$ cat src/sv/khs_pkg.sv
// khs_pkg: shared types and key codes for the keystroke hold stretcher.
// No dependencies; imported by the interfaces, the key decoder and the top level.
`default_nettype none

package khs_pkg;

  localparam int BUTTON_SLOTS = 8;
  localparam int CNT_W        = 8;
  localparam int CODE_W       = 16;

  typedef logic [BUTTON_SLOTS-1:0] button_t;
  typedef logic [CNT_W-1:0]        count_t;
  typedef logic [CODE_W-1:0]       code_t;

  localparam count_t HOLD_RESET = 8'd20;

  // action codes
  localparam logic ACT_KEY  = 1'b0;
  localparam logic ACT_TICK = 1'b1;

  // scan codes
  localparam code_t SC_UP     = 16'h0001;
  localparam code_t SC_DOWN   = 16'h0002;
  localparam code_t SC_RIGHT  = 16'h0003;
  localparam code_t SC_LEFT   = 16'h0004;
  localparam code_t SC_ESCAPE = 16'h0017;

  // characters
  localparam code_t CH_CR   = 16'h000D;
  localparam code_t CH_BS   = 16'h0008;
  localparam code_t CH_Z_LO = 16'h007A;
  localparam code_t CH_Z_UP = 16'h005A;
  localparam code_t CH_X_LO = 16'h0078;
  localparam code_t CH_X_UP = 16'h0058;

  // button bit positions
  localparam int BIT_A      = 0;
  localparam int BIT_B      = 1;
  localparam int BIT_SELECT = 2;
  localparam int BIT_START  = 3;
  localparam int BIT_UP     = 4;
  localparam int BIT_DOWN   = 5;
  localparam int BIT_LEFT   = 6;
  localparam int BIT_RIGHT  = 7;

  typedef struct packed {
    logic    escape;  // escape key, takes priority over everything
    button_t mask;    // one-hot button to recharge, zero if unmapped
  } key_decode_t;

endpackage

`default_nettype wire

$ cat src/sv/khs_in_if.sv
// khs_in_if: valid/ready channel carrying one keystroke or frame tick.
// Depends on khs_pkg for the code type.
`default_nettype none

interface khs_in_if;
  import khs_pkg::*;

  logic  valid;
  logic  ready;
  logic  action;
  code_t scan_code;
  code_t unicode_char;

  modport source (output valid, output action, output scan_code, output unicode_char,
                  input ready);
  modport sink   (input valid, input action, input scan_code, input unicode_char,
                  output ready);
endinterface

`default_nettype wire

$ cat src/sv/khs_out_if.sv
// khs_out_if: valid/ready channel carrying one frame's button report.
// Depends on khs_pkg for the button type.
`default_nettype none

interface khs_out_if;
  import khs_pkg::*;

  logic    valid;
  logic    ready;
  button_t current_buttons;
  button_t pressed_buttons;
  logic    escape_held;

  modport source (output valid, output current_buttons, output pressed_buttons,
                  output escape_held, input ready);
  modport sink   (input valid, input current_buttons, input pressed_buttons,
                  input escape_held, output ready);
endinterface

`default_nettype wire

$ cat src/sv/keystroke_hold_stretcher.sv
// keystroke_hold_stretcher: one transaction per cycle; a tick's report is loaded
// into the result register when the tick is accepted, keystrokes produce no
// report. Throughput is one transaction per cycle, set by the single
// result register: input is taken whenever that register is empty or draining.
// Synchronous active-low reset clears counters, previous buttons and valid,
// and loads hold_length with 20. Depends on khs_pkg, khs_in_if, khs_out_if,
// khs_key_decode.
`default_nettype none

module keystroke_hold_stretcher (
  input  wire logic            clk,
  input  wire logic            rst_n,
  input  wire logic            cfg_we,
  input  wire khs_pkg::count_t cfg_wdata,
  khs_in_if.sink               in_ch,
  khs_out_if.source            out_ch
);
  import khs_pkg::*;

  // ---------------------------------------------------------------
  // State
  // ---------------------------------------------------------------
  count_t  hold_len_r;
  count_t  cnt_r   [BUTTON_SLOTS];
  count_t  cnt_nxt [BUTTON_SLOTS];
  count_t  esc_cnt_r, esc_cnt_nxt;
  button_t prev_r, prev_nxt;

  // result register
  logic    out_valid_r, out_valid_nxt;
  button_t out_cur_r, out_cur_nxt;
  button_t out_prs_r, out_prs_nxt;
  logic    out_esc_r, out_esc_nxt;

  key_decode_t dec;
  button_t     cur;
  logic        in_acc;
  logic        out_acc;

  khs_key_decode u_dec (
    .scan_code    (in_ch.scan_code),
    .unicode_char (in_ch.unicode_char),
    .dec          (dec)
  );

  // Take a transaction whenever the result register is free or being drained
  // this cycle; keystrokes ride the same condition so ordering stays simple.
  assign in_ch.ready = !out_valid_r || out_ch.ready;
  assign in_acc      = in_ch.valid && in_ch.ready;
  assign out_acc     = out_valid_r && out_ch.ready;

  // buttons held this frame: any nonzero counter
  always_comb begin
    for (int i = 0; i < BUTTON_SLOTS; i++) begin
      cur[i] = (cnt_r[i] != '0);
    end
  end

  // ---------------------------------------------------------------
  // Next state
  // ---------------------------------------------------------------
  always_comb begin
    for (int i = 0; i < BUTTON_SLOTS; i++) begin
      cnt_nxt[i] = cnt_r[i];
    end
    esc_cnt_nxt   = esc_cnt_r;
    prev_nxt      = prev_r;
    out_valid_nxt = out_valid_r && !out_acc;
    out_cur_nxt   = out_cur_r;
    out_prs_nxt   = out_prs_r;
    out_esc_nxt   = out_esc_r;

    if (in_acc) begin
      if (in_ch.action == ACT_KEY) begin
        // keystroke: recharge escape, or the decoded button
        if (dec.escape) begin
          esc_cnt_nxt = hold_len_r;
        end else begin
          for (int i = 0; i < BUTTON_SLOTS; i++) begin
            if (dec.mask[i]) cnt_nxt[i] = hold_len_r;
          end
        end
      end else begin
        // frame tick: report, then count down the live counters
        for (int i = 0; i < BUTTON_SLOTS; i++) begin
          if (cur[i]) cnt_nxt[i] = cnt_r[i] - count_t'(1);
        end
        if (esc_cnt_r != '0) esc_cnt_nxt = esc_cnt_r - count_t'(1);
        prev_nxt      = cur;
        out_valid_nxt = 1'b1;
        out_cur_nxt   = cur;
        out_prs_nxt   = cur & ~prev_r;
        out_esc_nxt   = (esc_cnt_r != '0);
      end
    end
  end

  // ---------------------------------------------------------------
  // Registers
  // ---------------------------------------------------------------
  always_ff @(posedge clk) begin
    if (!rst_n) begin
      hold_len_r  <= HOLD_RESET;
      for (int i = 0; i < BUTTON_SLOTS; i++) begin
        cnt_r[i] <= '0;
      end
      esc_cnt_r   <= '0;
      prev_r      <= '0;
      out_valid_r <= 1'b0;
    end else begin
      if (cfg_we) hold_len_r <= cfg_wdata;
      for (int i = 0; i < BUTTON_SLOTS; i++) begin
        cnt_r[i] <= cnt_nxt[i];
      end
      esc_cnt_r   <= esc_cnt_nxt;
      prev_r      <= prev_nxt;
      out_valid_r <= out_valid_nxt;
    end
  end

  // payload, no reset needed
  always_ff @(posedge clk) begin
    out_cur_r <= out_cur_nxt;
    out_prs_r <= out_prs_nxt;
    out_esc_r <= out_esc_nxt;
  end

  assign out_ch.valid           = out_valid_r;
  assign out_ch.current_buttons = out_cur_r;
  assign out_ch.pressed_buttons = out_prs_r;
  assign out_ch.escape_held     = out_esc_r;

  // ---------------------------------------------------------------
  // Assertions
  // ---------------------------------------------------------------
  // a tick always leaves a report in the result register
  a_tick_reports: assert property (@(posedge clk) disable iff (!rst_n)
    in_acc && in_ch.action == ACT_TICK |=> out_valid_r)
    else $error("tick accepted without a report");

  // a keystroke never creates a report
  a_key_silent: assert property (@(posedge clk) disable iff (!rst_n)
    in_acc && in_ch.action == ACT_KEY && !out_valid_r |=> !out_valid_r)
    else $error("keystroke produced a report");

  // pending report matches the frame history
  a_prev_match: assert property (@(posedge clk) disable iff (!rst_n)
    out_valid_r |-> prev_r == out_cur_r)
    else $error("previous buttons out of step with report");

  // new presses are a subset of held buttons
  a_pressed_sub: assert property (@(posedge clk) disable iff (!rst_n)
    out_valid_r |-> (out_prs_r & ~out_cur_r) == '0)
    else $error("pressed bit without held bit");

  // decoder picks at most one button
  a_dec_onehot: assert property (@(posedge clk) disable iff (!rst_n)
    $onehot0(dec.mask))
    else $error("key decoded to several buttons");

endmodule

`default_nettype wire

$ cat src/sv/khs_key_decode.sv
// khs_key_decode: maps a scan code / character pair to escape or a button.
// Depends on khs_pkg.
`default_nettype none

module khs_key_decode (
  input  wire khs_pkg::code_t  scan_code,
  input  wire khs_pkg::code_t  unicode_char,
  output khs_pkg::key_decode_t dec
);
  import khs_pkg::*;

  always_comb begin
    dec.escape = (scan_code == SC_ESCAPE);
    dec.mask   = '0;
    // first match wins: scan codes, then characters
    if (scan_code == SC_RIGHT) begin
      dec.mask[BIT_RIGHT] = 1'b1;
    end else if (scan_code == SC_LEFT) begin
      dec.mask[BIT_LEFT] = 1'b1;
    end else if (scan_code == SC_DOWN) begin
      dec.mask[BIT_DOWN] = 1'b1;
    end else if (scan_code == SC_UP) begin
      dec.mask[BIT_UP] = 1'b1;
    end else if (unicode_char == CH_CR) begin
      dec.mask[BIT_START] = 1'b1;
    end else if (unicode_char == CH_BS) begin
      dec.mask[BIT_SELECT] = 1'b1;
    end else if (unicode_char == CH_Z_LO || unicode_char == CH_Z_UP) begin
      dec.mask[BIT_B] = 1'b1;
    end else if (unicode_char == CH_X_LO || unicode_char == CH_X_UP) begin
      dec.mask[BIT_A] = 1'b1;
    end
  end

endmodule

`default_nettype wire

$ cat src/flat_wrapper.sv
// flat-port wrapper written by rule: the top's interface ports become plain ports
module keystroke_hold_stretcher_flat import khs_pkg::*;
  (clk, rst_n, cfg_we, cfg_wdata, in_ch_valid, in_ch_action, in_ch_scan_code, in_ch_unicode_char, in_ch_ready, out_ch_valid, out_ch_current_buttons, out_ch_pressed_buttons, out_ch_escape_held, out_ch_ready);
  khs_in_if in_ch_i ();
  khs_out_if out_ch_i ();
  input  wire logic clk;
  input  wire logic rst_n;
  input  wire logic cfg_we;
  input  wire khs_pkg::count_t cfg_wdata;
  input wire logic [$bits(in_ch_i.valid)-1:0] in_ch_valid;
  input wire logic [$bits(in_ch_i.action)-1:0] in_ch_action;
  input wire logic [$bits(in_ch_i.scan_code)-1:0] in_ch_scan_code;
  input wire logic [$bits(in_ch_i.unicode_char)-1:0] in_ch_unicode_char;
  output wire logic [$bits(in_ch_i.ready)-1:0] in_ch_ready;
  output wire logic [$bits(out_ch_i.valid)-1:0] out_ch_valid;
  output wire logic [$bits(out_ch_i.current_buttons)-1:0] out_ch_current_buttons;
  output wire logic [$bits(out_ch_i.pressed_buttons)-1:0] out_ch_pressed_buttons;
  output wire logic [$bits(out_ch_i.escape_held)-1:0] out_ch_escape_held;
  input wire logic [$bits(out_ch_i.ready)-1:0] out_ch_ready;
  assign in_ch_i.valid = in_ch_valid;
  assign in_ch_i.action = in_ch_action;
  assign in_ch_i.scan_code = in_ch_scan_code;
  assign in_ch_i.unicode_char = in_ch_unicode_char;
  assign in_ch_ready = in_ch_i.ready;
  assign out_ch_valid = out_ch_i.valid;
  assign out_ch_current_buttons = out_ch_i.current_buttons;
  assign out_ch_pressed_buttons = out_ch_i.pressed_buttons;
  assign out_ch_escape_held = out_ch_i.escape_held;
  assign out_ch_i.ready = out_ch_ready;
  keystroke_hold_stretcher u_core (.clk(clk), .rst_n(rst_n), .cfg_we(cfg_we), .cfg_wdata(cfg_wdata), .in_ch(in_ch_i), .out_ch(out_ch_i));
endmodule
$ cat config.mk
export PLATFORM = sky130hd
export DESIGN_NAME = keystroke_hold_stretcher_flat
export DESIGN_NICKNAME = d
export VERILOG_FILES = /design/src/sv/khs_pkg.sv /design/src/sv/khs_in_if.sv /design/src/sv/khs_out_if.sv /design/src/sv/keystroke_hold_stretcher.sv /design/src/sv/khs_key_decode.sv /design/src/flat_wrapper.sv
export SDC_FILE = /design/constraint.sdc
export NUM_CORES = 1
export LEC_CHECK = 0
export BUFFER_PORTS_ARGS = -buffer_cell sky130_fd_sc_hd__buf_2
export CAP_MARGIN = 10
export CORE_UTILIZATION = 63
export CTS_BUF_LIST = sky130_fd_sc_hd__clkbuf_16
export CTS_CLUSTER_DIAMETER = 30
export DETAILED_ROUTE_END_ITERATION = 16
export HOLD_SLACK_MARGIN = 0.1
export PLACE_DENSITY = 0.85
export SLEW_MARGIN = 10
export SYNTH_ARGS = -nofsm -noshare
export SYNTH_HDL_FRONTEND = slang
export SYNTH_SLANG_ARGS = --single-unit
$ cat constraint.sdc
create_clock -name clk -period 5 [get_ports clk]
set_input_delay 0.5 -clock clk [delete_from_list [all_inputs] [get_ports clk]]
set_output_delay 0.5 -clock clk [all_outputs]
set_load 0.03 [all_outputs]
# Word level (Yosys, flattened, before mapping)
# Memories as Yosys holds them, arrays and structs flattened.
# Cells that the tools add are included.
dict set report classes {
  n_mux 49
  add_sub_neg 9
  reduce_logical 20
  bitwise 10
  n_eq_ne 12
}
# cell n
set op_table {}
lappend op_table {{8-bit two-way mux} 27}
lappend op_table {{64-bit two-way mux} 3}
lappend op_table {{8-bit nonzero test} 9}
lappend op_table {{8-bit by 1-bit subtractor with 8-bit output, second input constant} 9}
lappend op_table {{16-bit by 7-bit == test with 1-bit output, second input constant} 4}
lappend op_table {{16-bit by 2-bit == test with 1-bit output, second input constant} 2}
lappend op_table {{16-bit by 4-bit == test with 1-bit output, second input constant} 2}
lappend op_table {{16-bit by 1-bit == test with 1-bit output, second input constant} 1}
lappend op_table {{16-bit by 3-bit == test with 1-bit output, second input constant} 1}
lappend op_table {{16-bit by 5-bit == test with 1-bit output, second input constant} 1}
lappend op_table {{1-bit two-way mux} 13}
lappend op_table {{8-bit AND} 1}
lappend op_table {{8-bit NOT} 1}
lappend op_table {{1-bit OR} 8}
lappend op_table {{7-bit two-way mux} 1}
lappend op_table {{6-bit two-way mux} 1}
lappend op_table {{5-bit two-way mux} 1}
lappend op_table {{4-bit two-way mux} 1}
lappend op_table {{1-bit logical AND} 3}
lappend op_table {{1-bit logical OR} 3}
lappend op_table {{3-bit two-way mux} 1}
lappend op_table {{3-bit AND reduction} 1}
lappend op_table {{1-bit zero test} 2}
lappend op_table {{2-bit two-way mux} 1}
lappend op_table {{other kinds (3)} 3}
dict set report totals {
  regBits 42
  inputBits 46
  output_inout_bits 19
  ramBits 64
  wordCells 108
  memories 1
}
# name words width read_ports rd_clocked_by_memory_dff write_ports line
set memory_table {}
lappend memory_table {u_core.cnt_r 8 8 8 0 8 keystroke_hold_stretcher.sv:24} ;# count_t cnt_r [BUTTON_SLOTS];

# Longest topological paths before layout
# Gate-level depths: netlist of run 1.
dict set report depth {
  depth_word 15
  ltp_mapped 10
  depth_no_buf 9
}

# Modules after synthesis
# From an unflattened synthesis of run 1, not the netlist that was laid out.
dict set report unflattened {
  cells_unflattened 713
  hier_area_um2 5809.3
}
# mod seq_area_each_um2 instances cells_each area_each_um2
set by_module_without_submodules {}
lappend by_module_without_submodules {keystroke_hold_stretcher 2292.2 1 685 5596.6}
lappend by_module_without_submodules {khs_key_decode 0.0 1 28 212.7}

# Worst setup path after synthesis of run 1
# OpenSTA, ideal clock, no wires.
dict set report synth_timing {
  path_type {input port to flip-flop}
  startpoint {in in_ch_scan_code[6]}
  endpoint {mem u_core.cnt_r[0][48] (netlist bit)}
  required_ns 4.878
  setup_slack_ns 2.391
  n_path_buf 2
  stages 7
  setup_time_ns 0.122
  arrival_time_ns 2.487
  cell_sequence {or4_1 -> or4_1 -> buf_2 -> nor4_4 -> o21ai_2 -> buf_6 -> o311a_1}
}
# element line
set synth_rtl {}
lappend synth_rtl {{from (decl)} flat_wrapper.sv:12} ;# input wire logic [$bits(in_ch_i.scan_code)-1:0] in_ch_scan_code;
lappend synth_rtl {{to (decl)} keystroke_hold_stretcher.sv:24}

==> results of run 1 <==
==> per-layer routing <==
layer / share of wire / vias to the layer above
li1: - / 2732
met1: 0.42 / 2631
met2: 0.46 / 287
met3: 0.091 / 39
met4: 0.028 / 0
met5: 0 / -
==> cell type report <==
cell class	count	area (um^2)	share of cell area
multi-input combinational	550	3330	0.507
sequential	106	2290	0.349
timing repair buffer	69	360	0.0549
clock buffer	9	225	0.0343
inverter	37	139	0.0212
tap	111	139	0.0212
clock inverter	7	78.8	0.0120
==> worst reg2reg max path, cell delays in order (launching register included) <==
cell,delay (ns)
sky130_fd_sc_hd__dfxtp_1,0.37
sky130_fd_sc_hd__inv_1,0.13
sky130_fd_sc_hd__ha_1,0.25
sky130_fd_sc_hd__or4b_2,0.63
sky130_fd_sc_hd__nor4_1,0.42
sky130_fd_sc_hd__inv_1,0.20
sky130_fd_sc_hd__a2bb2oi_1,0.70
sky130_fd_sc_hd__mux2_2,0.30
sky130_fd_sc_hd__o22ai_1,0.07
==> state kept, by name, summed over array words and instances, names as in the netlist <==
| register | flops |
|---|---|
| u_core.out_ch.current_buttons | 8 |
| u_core.out_ch.escape_held | 1 |
| u_core.out_ch.valid | 1 |
| u_core.out_ch.pressed_buttons | 8 |
| u_core.cnt_r | 64 |
| u_core.hold_len_r | 8 |
| u_core.esc_cnt_r | 8 |
| u_core.prev_r | 8 |
==> cells by family (layout without fill, tap and decap cells) <==
kind of cell / count (synthesis) / count (layout) / share of synthesized area
adder cells (fa/ha/maj): 11 / 11 / 0.0231
AO/OA/AOI/OAI: 239 / 239 / 0.262
multiplexers: 16 / 16 / 0.0273
flip-flops: 106 / 106 / 0.384
buffers and inverters: 80 / 122 / 0.0575
XOR/XNOR: 3 / 3 / 0.00441
AND/OR/NAND/NOR: 281 / 281 / 0.242
==> synthesized netlist by cell type (all sizes together) (5+ instances only) <==
library cell / count / area (um^2)
nand2: 101 / 379
dfxtp: 89 / 1780
o21ai: 69 / 375
a21oi: 55 / 287
nor2: 44 / 173
inv: 36 / 135
clkbuf: 33 / 124
nor3: 26 / 135
a21boi: 22 / 169
nand3: 19 / 95.1
nor2b: 19 / 119
nand2b: 18 / 113
edfxtp: 17 / 510
nor4: 16 / 143
o22ai: 16 / 100
mux2i: 14 / 140
ha: 11 / 138
and2: 10 / 62.6
buf: 10 / 80.1
o21a: 9 / 67.6
o31ai: 9 / 67.6
a211o: 8 / 70.1
o31a: 8 / 70.1
or4: 7 / 60.1
a21o: 5 / 37.5
a31oi: 5 / 31.3
o211ai: 5 / 37.5
==> power breakdown <==
group	internal (mW)	switching, mW
Combinational	0.497	0.854
Sequential	1.06	0.115
Clock	0.393	0.331
==> worst max path at each step <==
stage / startpoint / endpoint / slack [ns] / cells past startpoint
floorplan: in_ch_scan_code[6] / u_core.cnt_r[0][48] / 2.39 / 7
global placement: in_ch_scan_code[6] / u_core.cnt_r[0][31] / 1.95 / 7
detailed placement: in_ch_scan_code[6] / u_core.cnt_r[0][16] / 1.83 / 7
CTS: u_core.cnt_r[0][16] / u_core.cnt_r[0][16] / 1.93 / 8
global route: u_core.cnt_r[0][16] / u_core.cnt_r[0][16] / 1.71 / 8
finish: u_core.cnt_r[0][16] / u_core.cnt_r[0][16] / 1.81 / 8
==> impl_metrics.json, run 1 <==
{
  "run_status": "finished, final reports clean",
  "routabilityCongestion": 0.854,
  "finalSetupViolCount": 0,
  "mostFrequentLayoutCells": "sky130_fd_sc_hd__nand2_1 (101), sky130_fd_sc_hd__dfxtp_1 (89), sky130_fd_sc_hd__buf_2 (63)",
  "synth.net_count": 793,
  "mostFrequentLayoutCell": "sky130_fd_sc_hd__nand2_1",
  "grt_max_degree": 66,
  "dp_worst_setup_slack_ns": 1.83,
  "dominantRegCellSynth": "sky130_fd_sc_hd__dfxtp_1",
  "critical_path.slowest_cell": "sky130_fd_sc_hd__a2bb2oi_1",
  "effective_utilization_at_floorplan": 0.648,
  "route.antenna.remaining_nets": 0,
  "whs_ns": 0.372,
  "design.portCount": 65,
  "layout_setup_ws_ns": 1.81,
  "via_count": 5689,
  "groute.usage.overall": 0.316,
  "timing.critical_path.slowest_cell_delay_ns": 0.70,
  "tritoncts_num_sinks": 106,
  "post_cts_clock_slew_at_the_launch_and_capture_registers_of_the_worst_setup_and_hold_paths_ns": 0.07,
  "dr.first_iter.drc_count": 384,
  "rows": 35,
  "post-cts-setup-buffers": 0,
  "grt_overflow": 0,
  "r2r-end": "u_core.cnt_r[0][16]",
  "routed_via_density": 6.40,
  "timing.critical_path.required_ns": 5.23,
  "later_pin_clock_latency_in_the_skew_report_ns": 0.35,
  "cap_violations": 0,
  "timing.final.crit_period_ns": 3.19,
  "hold_crit_depth": 3,
  "slew_headroom": 0.145,
  "synth_seq_cells": 106,
  "grt_use_met2": 0.505,
  "flow.area_growth_from_synthesis_pct": 10.1,
  "final-max-slew-violation-count": 0,
  "final_util": 0.713,
  "timing.rr.start": "u_core.cnt_r[0][16]",
  "place_hpwl_mm": 10.3,
  "number_of_global_route_vias_before_repair": 5096,
  "dieHeight_um": 99.3,
  "path_common_cell": "sky130_fd_sc_hd__inv_1",
  "drive_gt1_frac": 0.139,
  "finalNetCount": 830,
  "cts_hold_buffers": 0,
  "synth_sequential_area_ratio": 0.384,
  "rsz0062_at_grt": "false",
  "dp_cells": 873,
  "maximum_clock_insertion_buffer_count": 2,
  "total_power_mw": 3.25,
  "initial_antenna_violation_count": 0,
  "min_to": "u_core.hold_len_r[4]",
  "tightest_slew_ns": 1.28,
  "drcViolationCount": 0,
  "synth.avg_cell_area_um2": 8.10,
  "ctsRootBufferMaster": "sky130_fd_sc_hd__clkbuf_16",
  "worst-path-max-fanout": 11,
  "rrSetupSlack_ns": 1.81,
  "design.die.area_um2": 9860,
  "wire_per_inst_um": 17.3,
  "cts_max_level": 3,
  "buffer_ports.inserted": 64,
  "postLayoutCellArea_um2": 6560,
  "fill_cells": 661,
  "crit_family": "simple AND/OR/NAND/NOR gates",
  "timing.final.hold_violations": 0,
  "diodes": 0,
  "power-per-cell-area_nw_per_um2": 495,
  "number_of_enable_flip_flop_cells_after_synthesis": 17,
  "cts_made_buffers": 9,
  "cts_resized": 0,
  "r2r_cells": 8,
  "floorplan.die.width_um": 99.3,
  "path_cells": "inv_1 -> ha_1 -> or4b_2 -> nor4_1 -> inv_1 -> a2bb2oi_1 -> mux2_2 -> o22ai_1",
  "final.setup_skew_ns": 0.00702,
  "async_reset_ff_frac": 0,
  "worstSetupEndpointType": "flop",
  "min-delay-path-class": "input port to flop",
  "ys_warn_count": 0,
  "grt_pass1_wl_mm": 24.9,
  "worst_vdd_rail_ir_drop_uv": 260,
  "max_freq_ghz": 0.313,
  "core_area_um2": 9200,
  "period_utilization_post_route": 0.639,
  "worstSetupStartpointType": "flop",
  "worst-path-buf-inv": 2,
  "route.final.wire_length_mm": 15.4,
  "synthesized_area_um2": 5960,
  "grtUsageMet1": 0.428,
  "place_area_um2": 6260,
  "groute.layer.met3.usage": 0.0429,
  "tritoncts": "done",
  "p_leak_nw": 2.64,
  "yosys.cell_types.count": 69,
  "critical_path_class": "flop to flop",
  "fin_setup_tns_ns": 0,
  "globalRoute.busiestLayer": "met2",
  "drtPass1Iterations": 6,
  "data_arrival_critical_path_ns": 3.42,
  "final_cells": 889,
  "postSynthCellCount": 736,
  "holdCritStartpoint": "cfg_wdata[4]"
}
(Power assumes the default switching activity.)
==> run 2, diff against run 1 <==
--- a/config.mk
+++ b/config.mk
@@ -7,12 +7,12 @@
 export LEC_CHECK = 0
 export BUFFER_PORTS_ARGS = -buffer_cell sky130_fd_sc_hd__buf_2
 export CAP_MARGIN = 10
-export CORE_UTILIZATION = 63
+export CORE_UTILIZATION = 59
 export CTS_BUF_LIST = sky130_fd_sc_hd__clkbuf_16
 export CTS_CLUSTER_DIAMETER = 30
 export DETAILED_ROUTE_END_ITERATION = 16
 export HOLD_SLACK_MARGIN = 0.1
-export PLACE_DENSITY = 0.85
+export PLACE_DENSITY = 0.8
 export SLEW_MARGIN = 10
 export SYNTH_ARGS = -nofsm -noshare
 export SYNTH_HDL_FRONTEND = slang
==> constraint.sdc (replaced) <==
create_clock -name clk -period 3.1 [get_ports clk]
set_input_delay 0.31 -clock clk [delete_from_list [all_inputs] [get_ports clk]]
set_output_delay 0.31 -clock clk [all_outputs]
set_load 0.03 [all_outputs]
==> impl_metrics.json, run 2 (same netlist as run 1, synthesis figures left out) <==
{
  "initial_antenna_violation_count": 0,
  "largest_register_ff_count": 64,
  "rsz0062_at_grt": "false",
  "dp_cells": 903,
  "post-cts-setup-buffers": 0,
  "fin_setup_tns_ns": 0,
  "path_common_cell": "sky130_fd_sc_hd__inv_1",
  "floorplan.die.width_um": 103,
  "buffer_ports.inserted": 64,
  "design.portCount": 65,
  "grt_pass1_wl_mm": 24.2,
  "crit_family": "simple AND/OR/NAND/NOR gates",
  "tightest_slew_ns": 1.18,
  "timing.final.hold_violations": 0,
  "place_hpwl_mm": 10.2,
  "routed_via_density": 6.11,
  "worstSetupEndpointType": "flop",
  "cts_made_buffers": 9,
  "dieHeight_um": 103,
  "slew_headroom": 0.212,
  "period_utilization_post_route": 0.897,
  "fill_cells": 805,
  "groute.usage.overall": 0.297,
  "register_area_um2": 2290,
  "max_freq_ghz": 0.360,
  "data_arrival_critical_path_ns": 3.02,
  "p_leak_nw": 2.71,
  "grt_max_degree": 127,
  "run_status": "finished, final reports clean",
  "later_pin_clock_latency_in_the_skew_report_ns": 0.35,
  "timing.critical_path.required_ns": 3.34,
  "finalSetupViolCount": 0,
  "effective_utilization_at_floorplan": 0.610,
  "route.antenna.remaining_nets": 0,
  "drcViolationCount": 0,
  "cts_max_level": 3,
  "min-delay-path-class": "input port to flop",
  "drive_gt1_frac": 0.146,
  "dr.first_iter.drc_count": 375,
  "top_register": "u_core.cnt_r",
  "number_of_global_route_vias_before_repair": 5092,
  "cts_hold_buffers": 0,
  "worstSetupStartpointType": "flop",
  "total_area_of_multi_input_combinational_cells_um2": 3330,
  "whs_ns": 0.179,
  "cap_violations": 0,
  "tritoncts_num_sinks": 106,
  "worst-path-buf-inv": 2,
  "timing.final.crit_period_ns": 2.78,
  "timing.critical_path.slowest_cell_delay_ns": 0.63,
  "wire_per_inst_um": 16.5,
  "final-max-slew-violation-count": 0,
  "mostFrequentLayoutCells": "sky130_fd_sc_hd__nand2_1 (101), sky130_fd_sc_hd__dfxtp_1 (89), sky130_fd_sc_hd__buf_2 (63)",
  "maximum_clock_insertion_buffer_count": 2,
  "ctsRootBufferMaster": "sky130_fd_sc_hd__clkbuf_16",
  "grt_overflow": 0,
  "routabilityCongestion": 0.829,
  "design.die.area_um2": 10500,
  "route.final.wire_length_mm": 15.2,
  "worst-path-max-fanout": 9,
  "final.setup_skew_ns": 0.00627,
  "flow.area_growth_from_synthesis_pct": 12.3,
  "worst_vdd_rail_ir_drop_uv": 402,
  "tritoncts": "done",
  "mostFrequentLayoutCell": "sky130_fd_sc_hd__nand2_1",
  "via_count": 5611,
  "post_cts_clock_slew_at_the_launch_and_capture_registers_of_the_worst_setup_and_hold_paths_ns": 0.07,
  "drtPass1Iterations": 6,
  "rows": 36,
  "power-per-cell-area_nw_per_um2": 805,
  "critical_path.slowest_cell": "sky130_fd_sc_hd__or4b_2",
  "path_cells": "inv_1 -> ha_1 -> or4b_2 -> nor4_1 -> inv_1 -> and2_1 -> o21ai_2 -> o21ai_0 -> o311a_1",
  "core_area_um2": 9770,
  "finalNetCount": 838,
  "diodes": 0,
  "final_cells": 919,
  "cts_resized": 0,
  "critical_path_class": "flop to flop"
}
-- run 2: cell types whose count changed in the layout (fill, tap and decap cells not counted) --
cell,delta
sky130_fd_sc_hd__inv_8,-1
sky130_fd_sc_hd__buf_4,+7
sky130_fd_sc_hd__clkinvlp_4,-1
sky130_fd_sc_hd__clkinv_4,-3
sky130_fd_sc_hd__bufinv_16,-1
sky130_fd_sc_hd__buf_12,+1
sky130_fd_sc_hd__inv_4,+1
sky130_fd_sc_hd__inv_1,+2
sky130_fd_sc_hd__clkinv_1,-1
sky130_fd_sc_hd__clkbuf_16,+4
-- run 2: routing by layer --
| layer | share of wire | GRT usage |
|---|---|---|
| met1 | 0.44 | 0.382 |
| met2 | 0.46 | 0.476 |
| met3 | 0.072 | 0.0515 |
| met4 | 0.034 | 0.157 |
| met5 | 0 | 0 |
-- run 2: path summary, 6_finish.rpt --
| path | startpoint | to | slack (ns) | depth (start not counted) |
|---|---|---|---|---|
| max | u_core.cnt_r[0][40] | u_core.cnt_r[0][40] | 0.32 | 9 |
| min | cfg_wdata[4] | u_core.hold_len_r[4] | 0.18 | 3 |
| max reg2reg | u_core.cnt_r[0][40] | u_core.cnt_r[0][40] | 0.32 | 9 |
| min reg2reg | u_core.cnt_r[0][38] | u_core.cnt_r[0][38] | 0.48 | 2 |
-- run 2: final cells by class --
class / instances / share of cell area
Inverter: 37 / 0.0207
Tap cell: 133 / 0.0249
Clock buffer: 13 / 0.0486
Timing Repair Buffer: 77 / 0.0646
Sequential cell: 106 / 0.342
Clock inverter: 3 / 0.00206
Multi-Input combinational cell: 550 / 0.497
-- run 2: where the power goes --
part | switching (mW) | internal, mW
Combinational | 1.36 | 0.878
Clock | 0.517 | 0.737
Sequential | 0.184 | 1.71
-- run 2: through the flow --
stage	total power [mW]	area, um^2	setup slack (ns)	util
after global routing	5.72	6700	0.147	0.685
after CTS	5.35	6700	0.363	0.685
final	5.39	6700	0.321	0.685
after floorplan	3.54	5960	0.681	-
after global placement	4.01	6360	0.442	0.650
after detailed placement	4.10	6360	0.328	0.650
-- run 2: tightest hold or removal path: stages --
cell and delay [ns]:
sky130_fd_sc_hd__buf_2 0.08, sky130_fd_sc_hd__mux2i_1 0.05, sky130_fd_sc_hd__nand2_1 0.06
==> run 3, diff against run 2 <==
--- a/config.mk
+++ b/config.mk
@@ -7,12 +7,12 @@
 export LEC_CHECK = 0
 export BUFFER_PORTS_ARGS = -buffer_cell sky130_fd_sc_hd__buf_2
 export CAP_MARGIN = 10
-export CORE_UTILIZATION = 59
+export CORE_UTILIZATION = 53
 export CTS_BUF_LIST = sky130_fd_sc_hd__clkbuf_16
 export CTS_CLUSTER_DIAMETER = 30
 export DETAILED_ROUTE_END_ITERATION = 16
 export HOLD_SLACK_MARGIN = 0.1
-export PLACE_DENSITY = 0.8
+export PLACE_DENSITY = 0.76
 export SLEW_MARGIN = 10
 export SYNTH_ARGS = -nofsm -noshare
 export SYNTH_HDL_FRONTEND = slang
==> constraint.sdc (replaced) <==
create_clock -name clk -period 2.4 [get_ports clk]
set_input_delay 0.24 -clock clk [delete_from_list [all_inputs] [get_ports clk]]
set_output_delay 0.24 -clock clk [all_outputs]
set_load 0.03 [all_outputs]
==> impl_metrics.json, run 3 (same netlist as run 1, synthesis figures left out) <==
{
  "run_status": "finished, final reports clean",
  "worst-path-buf-inv": 3,
  "fill_cells": 872,
  "cap_violations": 0,
  "p_leak_nw": 2.98,
  "ctsRootBufferMaster": "sky130_fd_sc_hd__clkbuf_16",
  "mostFrequentLayoutCells": "sky130_fd_sc_hd__nand2_1 (101), sky130_fd_sc_hd__dfxtp_1 (89), sky130_fd_sc_hd__buf_2 (63)",
  "period_utilization_post_route": 0.949,
  "timing.critical_path.slowest_cell_delay_ns": 0.49,
  "postLayoutCellArea_um2": 7170,
  "layout_setup_ws_ns": 0.121,
  "rows": 38,
  "design.portCount": 65,
  "holdCritStartpoint": "cfg_wdata[2]",
  "whs_ns": 0.122,
  "grt_overflow": 0,
  "min_to": "u_core.hold_len_r[2]",
  "flow.area_growth_from_synthesis_pct": 20.3,
  "final.setup_skew_ns": 0.00551,
  "crit_family": "simple AND/OR/NAND/NOR gates",
  "dr.first_iter.drc_count": 641,
  "cts_hold_buffers": 0,
  "drcViolationCount": 0,
  "drive_gt1_frac": 0.201,
  "grt_max_degree": 128,
  "timing.rr.start": "u_core.cnt_r[0][40]",
  "rrSetupSlack_ns": 0.12,
  "post_cts_clock_slew_at_the_launch_and_capture_registers_of_the_worst_setup_and_hold_paths_ns": 0.07,
  "tritoncts": "done",
  "slew_headroom": 0.258,
  "design.die.area_um2": 11700,
  "cts_max_level": 3,
  "data_arrival_critical_path_ns": 2.50,
  "tightest_slew_ns": 1.11,
  "power-per-cell-area_nw_per_um2": 1000,
  "worst_vdd_rail_ir_drop_uv": 555,
  "routed_via_density": 6.04,
  "timing.critical_path.required_ns": 2.62,
  "final-max-slew-violation-count": 0,
  "route.antenna.remaining_nets": 0,
  "core_area_um2": 10900,
  "dieHeight_um": 108,
  "via_count": 5898,
  "number_of_global_route_vias_before_repair": 5366,
  "drtPass1Iterations": 5,
  "r2r_cells": 10,
  "worst-path-max-fanout": 4,
  "path_common_cell": "sky130_fd_sc_hd__inv_1",
  "top_register": "u_core.cnt_r",
  "min-delay-path-class": "input port to flop",
  "maximum_clock_insertion_buffer_count": 2,
  "worstSetupStartpointType": "flop",
  "path_cells": "inv_1 -> ha_1 -> or4b_4 -> nor4_4 -> inv_1 -> and2_1 -> o21a_1 -> buf_4 -> nand3_1 -> o21ai_0",
  "place_area_um2": 6760,
  "groute.usage.overall": 0.280,
  "diodes": 0,
  "cts_made_buffers": 9,
  "rsz0062_at_grt": "true",
  "tritoncts_num_sinks": 106,
  "later_pin_clock_latency_in_the_skew_report_ns": 0.35,
  "routabilityCongestion": 0.915,
  "largest_register_ff_count": 64,
  "timing.final.hold_violations": 0,
  "dp_worst_setup_slack_ns": -0.224,
  "floorplan.die.width_um": 108,
  "critical_path_class": "flop to flop",
  "grt_pass1_wl_mm": 25.6,
  "mostFrequentLayoutCell": "sky130_fd_sc_hd__nand2_1",
  "hold_crit_depth": 3,
  "finalNetCount": 888,
  "wire_per_inst_um": 16.6,
  "effective_utilization_at_floorplan": 0.548,
  "timing.final.crit_period_ns": 2.28,
  "finalSetupViolCount": 0,
  "route.final.wire_length_mm": 16.2,
  "initial_antenna_violation_count": 0,
  "max_freq_ghz": 0.439,
  "r2r-end": "u_core.cnt_r[0][43]",
  "place_hpwl_mm": 11.0,
  "critical_path.slowest_cell": "sky130_fd_sc_hd__or4b_4",
  "buffer_ports.inserted": 64,
  "worstSetupEndpointType": "flop"
}
[run 3: cell count changes in the layout (fill, tap and decap cells not counted), moves of 2 or more]
cell and change:
sky130_fd_sc_hd__clkbuf_16 -4, sky130_fd_sc_hd__o21ai_2 -4, sky130_fd_sc_hd__or4b_4 +3, sky130_fd_sc_hd__clkinv_1 +3
sky130_fd_sc_hd__o21ai_4 +4, sky130_fd_sc_hd__nor4_4 +3, sky130_fd_sc_hd__nor4_1 -2, sky130_fd_sc_hd__buf_4 +45
sky130_fd_sc_hd__or4b_2 -3, sky130_fd_sc_hd__buf_12 +4
[run 3: area by class of cell]
type / count / area [um^2] / share of cell area
Clock buffer: 9 / 225 / 0.0314
Timing Repair Buffer: 127 / 862 / 0.120
Tap cell: 140 / 175 / 0.0244
Inverter: 37 / 139 / 0.0194
Multi-Input combinational cell: 550 / 3420 / 0.477
Clock inverter: 7 / 53.8 / 0.00750
Sequential cell: 106 / 2290 / 0.320
[run 3: metal layers]
layer / up-vias / GRT usage / wire (um)
met2: 232 / 0.466 / 7730
met5: - / 0 / 0
met1: 2791 / 0.363 / 6930
met3: 36 / 0.0476 / 1170
met4: 0 / 0.102 / 422
li1: 2839 / - / -
[run 3: worst max path at each step]
stage / from / to / depth (start not counted)
2_1_floorplan: u_core.cnt_r[0][0] / u_core.cnt_r[0][5] / 9
6_report: u_core.cnt_r[0][40] / u_core.cnt_r[0][43] / 10
4_1_cts: u_core.cnt_r[0][16] / u_core.cnt_r[0][23] / 9
3_5_place_dp: in_ch_scan_code[6] / u_core.cnt_r[0][11] / 8
5_1_grt: u_core.cnt_r[0][40] / u_core.cnt_r[0][45] / 10
3_3_place_gp: in_ch_scan_code[3] / u_core.cnt_r[0][56] / 8
[run 3: where the power goes]
group	total, mW	internal [mW]	switching [mW]
Sequential	2.44	2.21	0.229
Clock	1.43	0.790	0.639
Combinational	3.32	1.44	1.87
Total	7.18	4.44	2.74
[run 3: worst reg2reg max path, delay by kind of cell (launching register included)]
family / cells / cell delay (ns)
AO/OA/AOI/OAI: 2 / 0.34
adder cells (fa/ha/maj): 1 / 0.17
buffers and inverters: 3 / 0.34
flip-flops: 1 / 0.32
AND/OR/NAND/NOR: 4 / 1.01
[run 3: repair_timing]
| item | CTS | global route |
|---|---|---|
| cloned | 0 | 1 |
| buffers inserted | 1 | 1 |
| pin swaps | 1 | 2 |
| resized for setup | 3 | 14 |
| setup endpoints to repair | 12 | 36 |
| hold endpoints to repair | 0 | 0 |
[run 3: per-stage QoR]
step	std cells	setup TNS (ns)	total power, mW	util
2_1_floorplan	736	0	4.57	-
3_3_place_gp	957	-4.52	5.46	0.621
3_5_place_dp	957	-7.69	5.59	0.621
4_1_cts	974	0	7.07	0.650
5_1_grt	976	-0.0639	7.65	0.659
6_report	976	0	7.18	0.659
